## config.mk

```make
export PLATFORM = sky130hd
export DESIGN_NAME = sensor_frame_crc_check_and_scale
export DESIGN_NICKNAME = d
export VERILOG_FILES = /design/src/sfc_pkg.sv /design/src/sensor_frame_crc_check_and_scale.sv /design/src/sfc_front.sv /design/src/sfc_queue.sv /design/src/sfc_back.sv
export SDC_FILE = /design/constraint.sdc
export NUM_CORES = 1
export LEC_CHECK = 0
export ABC_AREA = 1
export ABC_CLOCK_PERIOD_IN_PS = 11700
export BUFFER_PORTS_ARGS = -buffer_cell sky130_fd_sc_hd__buf_2
export CAP_MARGIN = 25
export CORE_MARGIN = 5
export CORE_UTILIZATION = 45
export CTS_CLUSTER_DIAMETER = 120
export CTS_CLUSTER_SIZE = 16
export DETAILED_ROUTE_END_ITERATION = 8
export SLEW_MARGIN = 10
export SYNTH_ARGS = -nofsm -noshare
export SYNTH_HDL_FRONTEND = slang
export SYNTH_SLANG_ARGS = --single-unit
```

## constraint.sdc

```tcl
create_clock -name clk -period 11.7 [get_ports clk]
set_input_delay 1.755 -clock clk [delete_from_list [all_inputs] [get_ports clk]]
set_output_delay 1.755 -clock clk [all_outputs]
set_load 0.05 [all_outputs]
```

## src/sfc_pkg.sv

```systemverilog
// ----------------------------------------------------------------------------
// sfc_pkg: shared types and constants
// Frame byte positions, CRC-8 update, error codes and scaling constants.
// ----------------------------------------------------------------------------
`default_nettype none

package sfc_pkg;

  // Byte positions inside one measurement frame
  localparam logic [2:0] POS_T_MSB = 3'd0;
  localparam logic [2:0] POS_T_LSB = 3'd1;
  localparam logic [2:0] POS_T_CRC = 3'd2;
  localparam logic [2:0] POS_H_MSB = 3'd3;
  localparam logic [2:0] POS_H_LSB = 3'd4;
  localparam logic [2:0] POS_H_CRC = 3'd5;

  localparam logic [7:0] CRC_INIT = 8'hFF;
  localparam logic [7:0] CRC_POLY = 8'h31;

  // Scaling: value = floor(SPAN * raw / FULL_SCALE), temperature less offset
  localparam logic [14:0] TEMP_SPAN   = 15'd17500;
  localparam logic [14:0] TEMP_OFFSET = 15'd4500;
  localparam logic [13:0] HUM_SPAN    = 14'd10000;
  localparam logic [16:0] FULL_SCALE  = 17'd65535;

  typedef enum logic [1:0] {
    ERR_NONE     = 2'd0,
    ERR_BUS      = 2'd1,
    ERR_TEMP_CRC = 2'd2,
    ERR_HUM_CRC  = 2'd3
  } err_code_t;

  // One finished frame, handed from the front end to the scaler
  typedef struct packed {
    err_code_t   code;
    logic [15:0] temp_word;
    logic [15:0] hum_raw;
  } frame_rec_t;

  // One result as it leaves the scaler
  typedef struct packed {
    err_code_t          code;
    logic               valid_res;
    logic signed [14:0] temperature_centi;
    logic [13:0]        humidity_centi;
  } result_t;

  // CRC-8, MSB first, one byte
  function automatic logic [7:0] crc8_feed(input logic [7:0] crc, input logic [7:0] b);
    logic [7:0] v;
    v = crc ^ b;
    for (int k = 0; k < 8; k++) begin
      if (v[7]) begin
        v = {v[6:0], 1'b0} ^ CRC_POLY;
      end else begin
        v = {v[6:0], 1'b0};
      end
    end
    return v;
  endfunction

endpackage

`default_nettype wire

```

## src/sensor_frame_crc_check_and_scale.sv

```systemverilog
// ----------------------------------------------------------------------------
// sensor_frame_crc_check_and_scale: sensor frame checker and scaler
// Checks the two CRC-8 words of a six-byte temperature/humidity frame and
// scales the raw words to hundredths of a degree and of a percent.
// ----------------------------------------------------------------------------
//
// Channel   Dir  Item                      Fields (low bit up)
// s_*       in   one received frame byte   tdata: rx_byte[7:0]
//                                          tuser: first_of_frame, bus_error
// m_*       out  one frame result          tdata: temperature_centi[14:0],
//                                                 humidity_centi[13:0], pad
//                                          tuser: valid_res, error_code[1:0]
//
// Takes one byte per cycle. s_tready drops only while the record queue is full.
// Once the byte that closes a frame (or a bus error) is accepted, the result
// passes through the record queue and the product register of the scaler into
// the output register, where it shows on m_* and waits until taken.
// rst (synchronous) restarts the frame tracker and empties queue and pipeline.
// A stall on m_* backs up the scaler, then the queue, then s_tready.
// ----------------------------------------------------------------------------
`default_nettype none

module sensor_frame_crc_check_and_scale
  import sfc_pkg::*;
#(
  parameter int QUEUE_DEPTH = 2
) (
  input  wire logic        clk,
  input  wire logic        rst,
  input  wire logic        s_tvalid,
  output logic             s_tready,
  input  wire logic [7:0]  s_tdata,   // rx_byte[7:0]
  input  wire logic [1:0]  s_tuser,   // [0] first_of_frame, [1] bus_error
  output logic             m_tvalid,
  input  wire logic        m_tready,
  output logic [31:0]      m_tdata,   // [14:0] temperature_centi,
                                      // [28:15] humidity_centi, [31:29] zero
  output logic [2:0]       m_tuser    // [0] valid_res, [2:1] error_code
);

  logic       push;
  frame_rec_t push_rec;
  logic       q_full;
  logic       q_not_empty;
  logic       q_pop;
  frame_rec_t q_head;
  result_t    res;

  // Front: track position and CRC, classify each finished frame
  sfc_front u_front (
    .clk            (clk),
    .rst            (rst),
    .in_valid       (s_tvalid),
    .in_ready       (s_tready),
    .rx_byte        (s_tdata),
    .first_of_frame (s_tuser[0]),
    .bus_error      (s_tuser[1]),
    .q_full         (q_full),
    .push           (push),
    .rec            (push_rec)
  );

  // Hold finished frames while the scaler or the sink stalls
  sfc_queue #(
    .DEPTH (QUEUE_DEPTH)
  ) u_queue (
    .clk       (clk),
    .rst       (rst),
    .push      (push),
    .push_rec  (push_rec),
    .full      (q_full),
    .pop       (q_pop),
    .not_empty (q_not_empty),
    .head      (q_head)
  );

  // Back: scale raw words and drive the output register
  sfc_back u_back (
    .clk       (clk),
    .rst       (rst),
    .rec_valid (q_not_empty),
    .rec_pop   (q_pop),
    .rec       (q_head),
    .res_valid (m_tvalid),
    .res_ready (m_tready),
    .res       (res)
  );

  assign m_tdata = {3'b000, res.humidity_centi, res.temperature_centi};
  assign m_tuser = {res.code, res.valid_res};

`ifndef NO_ASSERTIONS
  // A valid result always carries the ok code
  a_valid_code_ok: assert property (@(posedge clk) disable iff (rst)
    (m_tvalid && m_tuser[0]) |-> (m_tuser[2:1] == ERR_NONE))
    else $error("valid result with nonzero error code");

  // An invalid result carries zero values
  a_invalid_zero: assert property (@(posedge clk) disable iff (rst)
    (m_tvalid && !m_tuser[0]) |-> (m_tdata == 32'd0))
    else $error("invalid result with nonzero values");

  // Scaled temperature stays in the sensor range
  a_temp_range: assert property (@(posedge clk) disable iff (rst)
    (m_tvalid && m_tuser[0]) |->
      ($signed(m_tdata[14:0]) >= -15'sd4500 && $signed(m_tdata[14:0]) <= 15'sd13000))
    else $error("temperature out of range");
`endif

endmodule

`default_nettype wire

```

## src/sfc_front.sv

```systemverilog
// ----------------------------------------------------------------------------
// sfc_front: frame tracker
// Follows the byte position, runs the CRC, records each frame and bus error.
// ----------------------------------------------------------------------------
`default_nettype none

module sfc_front
  import sfc_pkg::*;
(
  input  wire logic       clk,
  input  wire logic       rst,
  input  wire logic       in_valid,
  output logic            in_ready,
  input  wire logic [7:0] rx_byte,
  input  wire logic       first_of_frame,
  input  wire logic       bus_error,
  input  wire logic       q_full,
  output logic            push,
  output frame_rec_t      rec
);

  logic [2:0]  byte_position, byte_position_next;
  logic [7:0]  running_crc, running_crc_next;
  logic        temperature_crc_good, temperature_crc_good_next;
  logic [15:0] temperature_word, temperature_word_next;
  logic [15:0] humidity_word, humidity_word_next;

  logic       take;
  logic [2:0] pos;
  logic [7:0] crc_in;
  logic       tgood_in;

  assign in_ready = !q_full;
  assign take     = in_valid && in_ready;

  always_comb begin
    pos      = (first_of_frame || byte_position > POS_H_CRC) ? POS_T_MSB : byte_position;
    crc_in   = (pos == POS_T_MSB) ? CRC_INIT : running_crc;
    tgood_in = (pos == POS_T_MSB) ? 1'b0 : temperature_crc_good;

    byte_position_next        = byte_position;
    running_crc_next          = running_crc;
    temperature_crc_good_next = temperature_crc_good;
    temperature_word_next     = temperature_word;
    humidity_word_next        = humidity_word;
    push                      = 1'b0;
    rec.code                  = ERR_NONE;
    rec.temp_word             = temperature_word;
    rec.hum_raw               = humidity_word;

    if (take) begin
      if (bus_error) begin
        // drop the byte, restart the frame, report
        byte_position_next        = POS_T_MSB;
        running_crc_next          = CRC_INIT;
        temperature_crc_good_next = 1'b0;
        push                      = 1'b1;
        rec.code                  = ERR_BUS;
      end else begin
        byte_position_next        = pos + 3'd1;
        running_crc_next          = crc_in;
        temperature_crc_good_next = tgood_in;
        case (pos)
          POS_T_MSB: begin
            temperature_word_next[15:8] = rx_byte;
            running_crc_next            = crc8_feed(crc_in, rx_byte);
          end
          POS_T_LSB: begin
            temperature_word_next[7:0] = rx_byte;
            running_crc_next           = crc8_feed(crc_in, rx_byte);
          end
          POS_T_CRC: begin
            temperature_crc_good_next = (crc_in == rx_byte);
            running_crc_next          = CRC_INIT;
          end
          POS_H_MSB: begin
            humidity_word_next[15:8] = rx_byte;
            running_crc_next         = crc8_feed(crc_in, rx_byte);
          end
          POS_H_LSB: begin
            humidity_word_next[7:0] = rx_byte;
            running_crc_next        = crc8_feed(crc_in, rx_byte);
          end
          default: begin
            byte_position_next        = POS_T_MSB;
            running_crc_next          = CRC_INIT;
            temperature_crc_good_next = 1'b0;
            push                      = 1'b1;
            if (!tgood_in) begin
              rec.code = ERR_TEMP_CRC;
            end else if (crc_in != rx_byte) begin
              rec.code = ERR_HUM_CRC;
            end else begin
              rec.code = ERR_NONE;
            end
          end
        endcase
      end
    end
  end

  always_ff @(posedge clk) begin
    if (rst) begin
      byte_position        <= POS_T_MSB;
      running_crc          <= CRC_INIT;
      temperature_crc_good <= 1'b0;
    end else begin
      byte_position        <= byte_position_next;
      running_crc          <= running_crc_next;
      temperature_crc_good <= temperature_crc_good_next;
    end
  end

  always_ff @(posedge clk) begin
    if (rst) begin
      temperature_word <= '0;
      humidity_word    <= '0;
    end else begin
      temperature_word <= temperature_word_next;
      humidity_word    <= humidity_word_next;
    end
  end

endmodule

`default_nettype wire

```

## src/sfc_queue.sv

```systemverilog
// ----------------------------------------------------------------------------
// sfc_queue: frame record queue
// Small FIFO between the frame tracker and the scaler; depth a power of two.
// ----------------------------------------------------------------------------
`default_nettype none

module sfc_queue
  import sfc_pkg::*;
#(
  parameter int DEPTH = 2
) (
  input  wire logic       clk,
  input  wire logic       rst,
  input  wire logic       push,
  input  wire frame_rec_t push_rec,
  output logic            full,
  input  wire logic       pop,
  output logic            not_empty,
  output frame_rec_t      head
);

  localparam int AW = (DEPTH > 1) ? $clog2(DEPTH) : 1;
  localparam int CW = $clog2(DEPTH + 1);

  frame_rec_t     entries [DEPTH];
  logic [AW-1:0]  wr_ptr;
  logic [AW-1:0]  rd_ptr;
  logic [CW-1:0]  count;
  logic           do_push;
  logic           do_pop;

  assign full      = (count == CW'(DEPTH));
  assign not_empty = (count != '0);
  assign do_push   = push && !full;
  assign do_pop    = pop && not_empty;
  assign head      = entries[rd_ptr];

  always_ff @(posedge clk) begin
    if (do_push) begin
      entries[wr_ptr] <= push_rec;
    end
  end

  always_ff @(posedge clk) begin
    if (rst) begin
      wr_ptr <= '0;
      rd_ptr <= '0;
      count  <= '0;
    end else begin
      if (do_push) begin
        wr_ptr <= (wr_ptr == AW'(DEPTH - 1)) ? '0 : wr_ptr + AW'(1);
      end
      if (do_pop) begin
        rd_ptr <= (rd_ptr == AW'(DEPTH - 1)) ? '0 : rd_ptr + AW'(1);
      end
      count <= count + CW'(do_push) - CW'(do_pop);
    end
  end

endmodule

`default_nettype wire

```

## src/sfc_back.sv

```systemverilog
// ----------------------------------------------------------------------------
// sfc_back: scaler
// Multiplies the raw words by their spans, divides by full scale, registers out.
// ----------------------------------------------------------------------------
`default_nettype none

module sfc_back
  import sfc_pkg::*;
(
  input  wire logic       clk,
  input  wire logic       rst,
  input  wire logic       rec_valid,
  output logic            rec_pop,
  input  wire frame_rec_t rec,
  output logic            res_valid,
  input  wire logic       res_ready,
  output result_t         res
);

  // product stage
  logic        prod_valid;
  err_code_t   prod_code;
  logic [30:0] prod_t;
  logic [29:0] prod_h;

  logic        out_load;

  logic [14:0] tq0, tq;
  logic [16:0] tr0;
  logic [13:0] hq0, hq;
  logic [16:0] hr0;
  result_t     res_next;

  assign out_load = prod_valid && (!res_valid || res_ready);
  assign rec_pop  = rec_valid && (!prod_valid || out_load);

  always_ff @(posedge clk) begin
    if (rst) begin
      prod_valid <= 1'b0;
    end else if (rec_pop) begin
      prod_valid <= 1'b1;
    end else if (out_load) begin
      prod_valid <= 1'b0;
    end
  end

  always_ff @(posedge clk) begin
    if (rec_pop) begin
      prod_code <= rec.code;
      prod_t    <= 31'(rec.temp_word) * 31'(TEMP_SPAN);
      prod_h    <= 30'(rec.hum_raw) * 30'(HUM_SPAN);
    end
  end

  // p = q0*65536 + lo = q0*65535 + (lo + q0); the remainder stays below twice
  // full scale, so one compare corrects the quotient
  always_comb begin
    tq0 = prod_t[30:16];
    tr0 = {1'b0, prod_t[15:0]} + 17'(tq0);
    tq  = tq0 + 15'(tr0 >= FULL_SCALE);
    hq0 = prod_h[29:16];
    hr0 = {1'b0, prod_h[15:0]} + 17'(hq0);
    hq  = hq0 + 14'(hr0 >= FULL_SCALE);

    res_next.code = prod_code;
    if (prod_code == ERR_NONE) begin
      res_next.valid_res         = 1'b1;
      res_next.temperature_centi = $signed(tq - TEMP_OFFSET);
      res_next.humidity_centi    = hq;
    end else begin
      res_next.valid_res         = 1'b0;
      res_next.temperature_centi = '0;
      res_next.humidity_centi    = '0;
    end
  end

  always_ff @(posedge clk) begin
    if (rst) begin
      res_valid <= 1'b0;
    end else if (out_load) begin
      res_valid <= 1'b1;
    end else if (res_ready) begin
      res_valid <= 1'b0;
    end
  end

  always_ff @(posedge clk) begin
    if (out_load) begin
      res <= res_next;
    end
  end

endmodule

`default_nettype wire

```

==> results of run 1 <==
==> worst max path at each step <==
stage | to | slack (ns) | cells past startpoint
after global placement | u_back.prod_h[28] | 5.83 | 19
after global routing | u_back.prod_t[23] | 5.23 | 21
after floorplan | u_back.prod_h[29] | 6.58 | 23
final | u_back.prod_t[22] | 5.77 | 21
after CTS | u_back.prod_t[22] | 5.69 | 21
after detailed placement | u_back.prod_t[22] | 5.69 | 21
==> cell usage after synthesis, drive strengths merged (2+ instances only) <==
master,n
nand3,59
inv,352
a21boi,3
nand2,247
a21o,6
nor2,104
or2,7
nand4,11
ha,202
a21oi,118
o21a,6
o21bai,4
a31oi,4
o211ai,4
o31ai,4
buf,12
o21ai,110
clkbuf,12
xor2,38
xnor2,19
fa,82
nor4,5
o22ai,4
nor3,12
dfxtp,51
edfxtp,157
nand3b,2
mux2,12
==> registers in the layout (all words and copies together), names as in the netlist, named ones only <==
signal                        flops
u_front.byte_position             3
u_back.res_valid                  1
u_queue.entries                  68
u_front.temperature_crc_good      1
u_back.prod_code                  2
u_back.res                       32
u_back.prod_h                    26
u_back.prod_t                    29
u_back.prod_valid                 1
u_queue.wr_ptr                    1
u_front.temperature_word         16
u_front.humidity_word            16
u_front.running_crc               8
u_queue.rd_ptr                    1
u_queue.count                     2
==> logic make-up after synthesis <==
family	share of synthesized area, %
compound gates	9.19
xor+xnor	3.61
fa+ha+maj	27.1
buf+inv	9.38
flops	37.2
mux	0.877
other cells	0.0244
simple gates	12.6
==> per-stage QoR <==
step                      cell area (um2)  utilization (%)  std cells  hold WS (ns)
final                               16700             49.5       2159         0.454
after global routing                16700             49.5       2159         0.476
after CTS                           16700             49.5       2159         0.451
after detailed placement            16200             48.0       2133         0.433
after global placement              16100             47.9       2128         0.428
after floorplan                     15400                -       1653         0.420
==> cell type report <==
class                      instances  area share [%]
clock inverter                     4           0.180
timing repair buffer              56            1.98
clock buffer                      22            2.67
sequential                       208            34.4
tap                              448            3.36
inverter                         352            7.93
multi-input combinational       1069            49.5
==> worst max-delay path, delay by kind of cell, from the launching register on <==
family	cells	cell delay, ns
xor gates and xnor gates	1	0.16
adders and majority gates	6	2.45
and+or+nand+nor	4	0.36
buffers and inverters	6	0.83
DFF	1	0.89
AOI/OAI and AO/OA	4	0.98
==> per-layer routing <==
metal  GRT usage [%]  vias up  routed length (um)
met5               0        -                   0
met4            3.18        0                 588
met3            2.27       42                1080
met2            28.1      157               14200
met1            22.1     4797               14500
li1                -     5480                   -
==> summary.md, run 1 <==
| Metric | Value |
|---|---|
| # diodes | 0 |
| Req. time, crit path | 11.93 ns |
| Post-place setup slack | ~5.7 ns |
| DP HPWL | 24.6 mm |
| Area growth syn-to-layout | 8.21% |
| Area of the multi-input gates | 0.00824 mm2 |
| Largest net degree at the start of global routing | 62 |
| GRT Resource Usage Total | 16.3% |
| Global-route wire length before repair | 52.2 mm |
| Initial core utilization | 45.7% |
| Leading area contributor after synthesis | edfxtp_1 |
| Die X-Extent | around 200 um |
| Post-synth EDFFs | 157 |
| Synth area leaders | edfxtp_1 31%, ha_1 16%, fa_1 11% |
| Initial antenna violation count | 0 |
| Total wire length | 30.4 mm |
| Fin. max-slew vios | 0 |
| Crit Path Max Fanout | 30 |
| Arrival time at the worst endpoint | 6.16 ns |
| Tcrit/Tclk final | 50.7% |
| H-tree depth | 1 |
| Gate count of the mapped netlist | 1651 |
| CP Cell Sequence | buf_4 > nand2_1 > o21ai_0 > inv_1 > ha_1 > inv_1 > fa_1 > inv_1 > ha_1 > inv_1 > fa_1 > fa_1 > inv_1 > ha_1 > a21oi_1 > nor2_1 > nor2_1 > nand3_1 > a21oi_1 > o21ai_0 > xor2_1 |
| CP startpoint kind | register |
| Port bufs | 47 |
| Num rows | 67 |
| CTS Sinks | ~210 |
| Sequential Area | 0.00574 mm2 |
| Router iterations before antenna repair | 5 |
| CTS buffer count | 17 |
| Synthesized area | 0.0154 mm2 |
| Commonest cells after routing, fill and taps aside | 347 x inv_1, 236 x nand2_1, 202 x ha_1 |
| Outcome | finished clean |
| R2R cell count | 21 |
| YS warnings | 0 |
| Number of global-route vias before repair | between 10000 and 15000 |
| DRC | 0 |
| CTS-repair resized insts | 0 |
| Async set-reset flop share out of synthesis | 0% |
| Min cycle time layout | a little under 6 ns |
| Slowest cell on crit path | dfxtp_1 |
| Commonest non-fill, non-tap cell in the layout | inv_1 |
| Slew headroom | 36.4% |
| Max cap viols | 0 |
| Share of layout cells above drive strength 1 | 7.36% |
| Core Box Area | 0.0337 mm2 |
| Ys flop type | edfxtp_1 |
| RSZ-0062 raised after global routing | false |
| Wire per inst | 14.1 um |
| Worst reg2reg endpoint | u_back.prod_t[22] |
| Synth cell types | 50 |
| Clock Path Buffers | 3 |
| DR vias | ~10000 |
| CTS hold repair buffers | 0 |
| Gr ovfl total | 0 |
| Post-CTS Setup Inserts | 0 |
| Clk pin slew, worst setup/hold paths | ~0.070 ns |
| Sequential fraction of the synthesis area | 37.2% |
| Worst skew pair latency | a little under 0.5 ns |
| Critical path's largest stage delay | 0.89 ns |
| Nets | ~2000 |
| Hold Startpoint | u_front.temperature_word[5] |
| Avg Inst Size Synth | 9.33 um2 |
| CTS tree | done |
| Hold Crit Class | reg -> reg |
| IO Pins | 51 |
| Post-Route Skew | 0.0184 ns |
| Placer Congestion | 0.854 |
| Most used cell along the critical path | inv_1 |
| Number of routed nets with antenna violations | 0 |
| Layout fillers | 3204 |
| Actual slew at the worst max-slew pin | 0.950 ns |
| Register bit total from synthesis | 208 |
| Final Worst Setup Slack | 5.77 ns |
| Setup TNS | 0 ns |
| Hold endpoint | u_queue.entries[0][21] |
| Final Hold Fails | 0 |
| Final number of setup-violating endpoints | 0 |
| Setup CP Type | reg -> reg |
| Vias/cell | 4.85 |
| Setup crit end kind | register |
| Die area | 0.0380 mm2 |
| Synth top area share | 30.6% |
| Reg2reg setup slack | 5.77 ns |
| Initial DRC count | 534 |
| Clock root cell | clkbuf_16 |
| Die span in y | 195 um |
| Max Freq | 0.169 GHz |
| Hold path depth | 0 |
Power of run 1 is not shown: default switching activity piles up to over one toggle a cycle in this logic, so the estimate is an artifact.
==> run 2: changes to the inputs <==
- ABC_CLOCK_PERIOD_IN_PS: 11700 -> 5700
- clock period: 11.7 -> 5.7 ns (I/O delays scaled with it)
==> run 2 against run 1 <==
Effect of this change:
- wire length increased by 2.1%
- clock skew rose by 0.013 ns
- fmax rose by 12%
- register-to-register slack worse by 5.4 ns
- critical endpoint is now u_back.prod_t[23]
- highest routed layer unchanged
==> summary.md, run 2 (synthesized netlist as in run 1, its figures left out) <==
| Metric | Value |
|---|---|
| Setup crit end kind | register |
| Commonest non-fill, non-tap cell in the layout | inv_1 |
| Crit Path Max Fanout | 22 (-27%) |
| Max Freq | 0.188 GHz (+12%) |
| Final Hold Fails | 0 (unchanged) |
| Min cycle time layout | 5.31 ns (-0.618 ns) |
| Die span in y | 195 um (unchanged) |
| Gr ovfl total | 0 (unchanged) |
| Number of routed nets with antenna violations | 0 (unchanged) |
| Req. time, crit path | 5.93 ns (-6.00 ns) |
| Vias/cell | 4.89 (+0.78%) |
| CP startpoint kind | register |
| Most used cell along the critical path | nand2_1 |
| Post-place setup slack | 0.0232 ns (-5.66 ns) |
| CTS tree | done |
| Die X-Extent | 195 um (unchanged) |
| CP Cell Sequence | buf_4 > o21ai_0 > inv_1 > ha_1 > fa_1 > ha_1 > ha_1 > inv_1 > fa_1 > inv_1 > ha_1 > nand3_1 > nand2_1 > a21boi_1 > o21ai_0 > a21oi_1 > o21ai_1 > nand2_1 > nand2_1 > nand2_1 > nand2_1 |
| Area of the multi-input gates | 0.00824 mm2 (unchanged) |
| Fin. max-slew vios | 0 (unchanged) |
| Layout fillers | 3236 (+1.0%) |
| DP HPWL | 25.1 mm (+2.1%) |
| Global-route wire length before repair | 52.4 mm (+0.33%) |
| Actual slew at the worst max-slew pin | 0.933 ns (-0.0165 ns) |
| DR vias | 10592 (+1.1%) |
| Max reg flops | 68 (unchanged) |
| Largest regs | u_queue.entries: 68 flops, u_back.res: 32 flops, u_back.prod_t: 29 flops |
| Post-Route Utilization | 49.6% (+0.13 points) |
| Final number of setup-violating endpoints | 0 (unchanged) |
| GRT Resource Usage Total | 16.4% (+0.14 points) |
| Largest net degree at the start of global routing | 62 (unchanged) |
| CTS Sinks | 208 (unchanged) |
| Total wire length | 31.0 mm (+2.1%) |
| Hold Crit Class | reg -> reg |
| Wire per inst | 14.3 um (+1.7%) |
| Sequential Area | 0.00574 mm2 (about the same) |
| H-tree depth | 1 (unchanged) |
| Core Box Area | 0.0337 mm2 (unchanged) |
| Num rows | 67 (unchanged) |
| Biggest register | u_queue.entries |
| Commonest cells after routing, fill and taps aside | 347 x inv_1, 236 x nand2_1, 202 x ha_1 |
| Arrival time at the worst endpoint | 5.54 ns (-0.62 ns) |
| CTS buffer count | 17 (unchanged) |
| Router iterations before antenna repair | 6 (+1) |
| Setup CP Type | reg -> reg |
| DRC | 0 (unchanged) |
| Clk pin slew, worst setup/hold paths | 0.07 ns (about the same) |
| Slew headroom | 37.1% (+0.68 points) |
| Placer Congestion | 0.876 (+2.6%) |
| Area growth syn-to-layout | 8.50% |
| Die area | 0.0380 mm2 (unchanged) |
| CP delay by family, top | adder cells |
| Share of layout cells above drive strength 1 | 7.74% (+0.38 points) |
| Outcome | finished clean |
| Worst path bufs/invs | 4 (-2) |
| Worst skew pair latency | 0.49 ns (about the same) |
| # diodes | 0 (unchanged) |
| Max cap viols | 0 (unchanged) |
| Initial core utilization | 45.7% (unchanged) |
| Clock root cell | clkbuf_16 |
| Initial antenna violation count | 0 (unchanged) |
| RSZ-0062 raised after global routing | false |
| Tcrit/Tclk final | 93.2% (+43 points) |
| Post-Route Skew | 0.0312 ns (+0.0128 ns) |
| Port bufs | 47 (unchanged) |
| Initial DRC count | 467 (-13%) |
| Final Worst Setup Slack | 0.389 ns (-5.38 ns) |
| Clock Path Buffers | 3 (unchanged) |
| IO Pins | 51 (unchanged) |
| Critical path's largest stage delay | 0.58 ns (-0.31 ns) |
| Slowest cell on crit path | fa_1 |
| Number of global-route vias before repair | 10525 (-1.0%) |
| Nets | 2009 (+0.35%) |
| Setup TNS | 0 ns (unchanged) |
run 2: cell count changes in the layout (fill, tap and decap cells not counted), sizes merged:
cell	change
clkbuf	+1
clkinvlp	-1
inv	+1
buf	+7
clkinv	-1
run 2: path summary, 6_finish.rpt:
check,slack [ns],depth (start not counted),start,to
setup / recovery,0.39,21,register,u_back.prod_t[23]
hold / removal,0.45,1,u_queue.rd_ptr,u_queue.rd_ptr
setup reg to reg,0.39,21,register,u_back.prod_t[23]
hold reg to reg,0.45,1,u_queue.rd_ptr,u_queue.rd_ptr
run 2: final cells by class:
cell class / instances / area share [%]
clock inverters: 3 / 0.172
multi-input cells: 1069 / 49.3
repair buffers: 63 / 2.20
well taps: 448 / 3.35
flip-flops and latches: 208 / 34.3
inverters: 352 / 7.91
clock buffers: 23 / 2.68
run 2: through the flow:
| step | instances | hold WS [ns] | instance area [um2] |
|---|---|---|---|
| 5_1_grt | 2166 | 0.467 | 16700 |
| 2_1_floorplan | 1653 | 0.420 | 15400 |
| 6_report | 2166 | 0.451 | 16700 |
| 3_3_place_gp | 2138 | 0.431 | 16200 |
| 4_1_cts | 2165 | 0.453 | 16700 |
| 3_5_place_dp | 2139 | 0.435 | 16200 |
run 2: worst reg2reg max path, stage by stage, from the launching register on:
cell,delay [ns]
dfxtp_4,0.42
buf_4,0.20
o21ai_0,0.39
inv_1,0.23
ha_1,0.37
fa_1,0.46
ha_1,0.31
ha_1,0.28
inv_1,0.05
fa_1,0.58
inv_1,0.06
ha_1,0.28
nand3_1,0.08
nand2_1,0.14
a21boi_1,0.23
o21ai_0,0.18
a21oi_1,0.34
o21ai_1,0.15
nand2_1,0.11
nand2_1,0.06
nand2_1,0.05
nand2_1,0.06
run 2: what timing repair did:
action,4_1_cts,5_1_grt
hold buffers,0,0
endpoints found under the setup margin,1,4
gates cloned,0,0
gates resized for setup,1,1
setup buffers,0,0
run 2: layer usage:
layer | vias up | part of all wire (%) | GRT usage (%)
met5 | - | 0 | 0
met4 | 0 | 1.9 | 3.15
met3 | 36 | 3.3 | 1.64
met2 | 185 | 46 | 27.8
met1 | 4886 | 49 | 23.3
li1 | 5485 | - | -
Power of run 2 is left out for the same reason.
==> run 3: changes to the inputs <==
- CORE_ASPECT_RATIO: default -> 1.4
==> run 3 against run 2 <==
Effect of this change:
- wire length shrank 0.98%
- fmax grew 1.5%
- global-route usage shrank 0.26 points
- hold slack lost 0.0027 ns
- register-to-register slack gained 0.08 ns
- critical path type unchanged
==> summary.md, run 3 (synthesized netlist as in run 1, its figures left out) <==
| Metric | Value |
|---|---|
| DRC | 0 (unchanged) |
| Biggest register | u_queue.entries |
| Post-route cell area | 0.0167 mm2 (about the same) |
| # diodes | 0 (unchanged) |
| Die area | 0.0381 mm2 (+0.14%) |
| Final number of setup-violating endpoints | 0 (unchanged) |
| Min cycle time layout | 5.23 ns (-0.0798 ns) |
| Post-place setup slack | 0.323 ns (+0.300 ns) |
| CTS buffer count | 16 (-1) |
| IO Pins | 51 (unchanged) |
| Max Freq | 0.191 GHz (+1.5%) |
| Clock Path Buffers | 3 (unchanged) |
| Final Worst Setup Slack | 0.469 ns (+0.0798 ns) |
| Largest regs | u_queue.entries: 68 flops, u_back.res: 32 flops, u_back.prod_t: 29 flops |
| Nets | 2004 (-0.25%) |
| R2R cell count | 19 (-9.5%) |
| DP HPWL | 25.1 mm (-0.32%) |
| Slowest cell on crit path | fa_1 |
| Max reg flops | 68 (unchanged) |
| Commonest non-fill, non-tap cell in the layout | inv_1 |
| Actual slew at the worst max-slew pin | 0.949 ns (+0.0157 ns) |
| Setup TNS | 0 ns (unchanged) |
| Vias/cell | 4.89 (about the same) |
| Fin. max-slew vios | 0 (unchanged) |
| Clk pin slew, worst setup/hold paths | 0.07 ns (about the same) |
| DP Area | 0.0162 mm2 (about the same) |
| Crit Path Max Fanout | 47 (+110%) |
| Slew headroom | 36.5% (-0.62 points) |
| Initial antenna violation count | 0 (unchanged) |
| Router iterations before antenna repair | 5 (-1) |
| Die X-Extent | 166 um (-15%) |
| Core Box Area | 0.0339 mm2 (+0.69%) |
| CP startpoint kind | register |
| Gr ovfl total | 0 (unchanged) |
| Setup CP Type | reg -> reg |
| Global-route wire length before repair | 51.5 mm (-1.8%) |
| Largest net degree at the start of global routing | 62 (unchanged) |
| DR vias | 10600 (+0.076%) |
| GRT Resource Usage Total | 16.2% (-0.26 points) |
| CTS tree | done |
| Reg2reg setup slack | 0.47 ns (+0.08 ns) |
| Max cap viols | 0 (unchanged) |
| CTS Sinks | 208 (unchanged) |
| Critical path's largest stage delay | 0.53 ns (-0.05 ns) |
| Wire per inst | 14.2 um (-1.0%) |
| Post-Route Skew | 0.0148 ns (-0.0164 ns) |
| H-tree depth | 1 (unchanged) |
| Initial core utilization | 45.4% (-0.31 points) |
| Commonest cells after routing, fill and taps aside | 347 x inv_1, 236 x nand2_1, 202 x ha_1 |
| Number of global-route vias before repair | 10844 (+3.0%) |
| Number of routed nets with antenna violations | 0 (unchanged) |
| CP Cell Sequence | buf_12 > o21ai_0 > inv_1 > ha_1 > inv_1 > fa_1 > inv_1 > ha_1 > fa_1 > inv_1 > fa_1 > inv_1 > ha_1 > nand2_1 > nor4_1 > nand3_1 > nand3_1 > a31oi_1 > xor2_1 |
| Final std cells w/o fill | 2167 (+0.046%) |
| Final Hold Fails | 0 (unchanged) |
| Most used cell along the critical path | inv_1 |
| Setup crit end kind | register |
| Worst reg2reg endpoint | u_back.prod_t[28] |
| Placer Congestion | 0.901 (+2.9%) |
| RSZ-0062 raised after global routing | false |
| Hold Crit Class | reg -> reg |
| Tcrit/Tclk final | 91.8% (-1.4 points) |
| Clock root cell | clkbuf_16 |
| Total wire length | 30.7 mm (-0.98%) |
| Req. time, crit path | 5.93 ns (about the same) |
| Worst skew pair latency | 0.48 ns (about the same) |
| Area growth syn-to-layout | 8.49% (about the same) |
| Port bufs | 47 (unchanged) |
| Post-CTS Setup Inserts | 0 (unchanged) |
| Outcome | finished clean |
| Inst Count DP | 2137 (-0.094%) |
| Arrival time at the worst endpoint | 5.46 ns (-0.08 ns) |
| Die span in y | 229 um (+17%) |
| Worst setup path end | u_back.prod_t[28] |
| Initial DRC count | 403 (-14%) |
| Share of layout cells above drive strength 1 | 7.34% (-0.40 points) |
| Num rows | 80 (+19%) |
[run 3: critical path, delay by kind of cell, from the launching register on]
kind            cells  cell delay (ns)
buf+inv             6             0.61
xor+xnor            1             0.15
flops               1             0.37
compound gates      2             0.53
fa+ha+maj           6             2.49
simple gates        4             0.80
[run 3: area by class of cell]
class	count	area, um2
fill	3139	17200
multi-input combinational	1069	8240
sequential	208	5740
inverter	352	1320
tap	451	564
clock buffer	28	467
timing repair buffer	59	375
[run 3: layer usage]
metal | wire length [um] | part of all wire (%) | GRT usage, % | vias up
li1 | - | - | - | 5493
met4 | 906 | 3.0 | 4.99 | 0
met2 | 16200 | 53 | 31.3 | 159
met3 | 887 | 2.9 | 1.82 | 55
met5 | 0 | 0 | 0 | -
met1 | 12700 | 41 | 18.4 | 4893
[run 3: repair_timing]
item                       4_1_cts  5_1_grt
gates resized for setup          0        1
hold endpoints to repair         0        0
hold buffers                     0        0
setup endpoints to repair        0        4
[run 3: through the flow]
step,hold slack (ns),utilization (%)
CTS,0.452,49.1
detailed placement,0.433,47.8
global route,0.469,49.2
global placement,0.431,47.7
finish,0.448,49.2
floorplan,0.420,-
[run 3: how the worst min path moves through the flow]
stage | from | end | depth (start not counted)
2_1_floorplan | u_front.humidity_word[10] | u_queue.entries[0][10] | 0
3_3_place_gp | u_front.temperature_word[4] | u_queue.entries[0][20] | 0
3_5_place_dp | u_front.humidity_word[3] | u_queue.entries[0][3] | 0
4_1_cts | u_front.humidity_word[3] | u_queue.entries[0][3] | 0
5_1_grt | u_front.temperature_word[12] | u_queue.entries[1][28] | 0
6_report | u_queue.rd_ptr | register | 1
Power of run 3 is left out for the same reason.
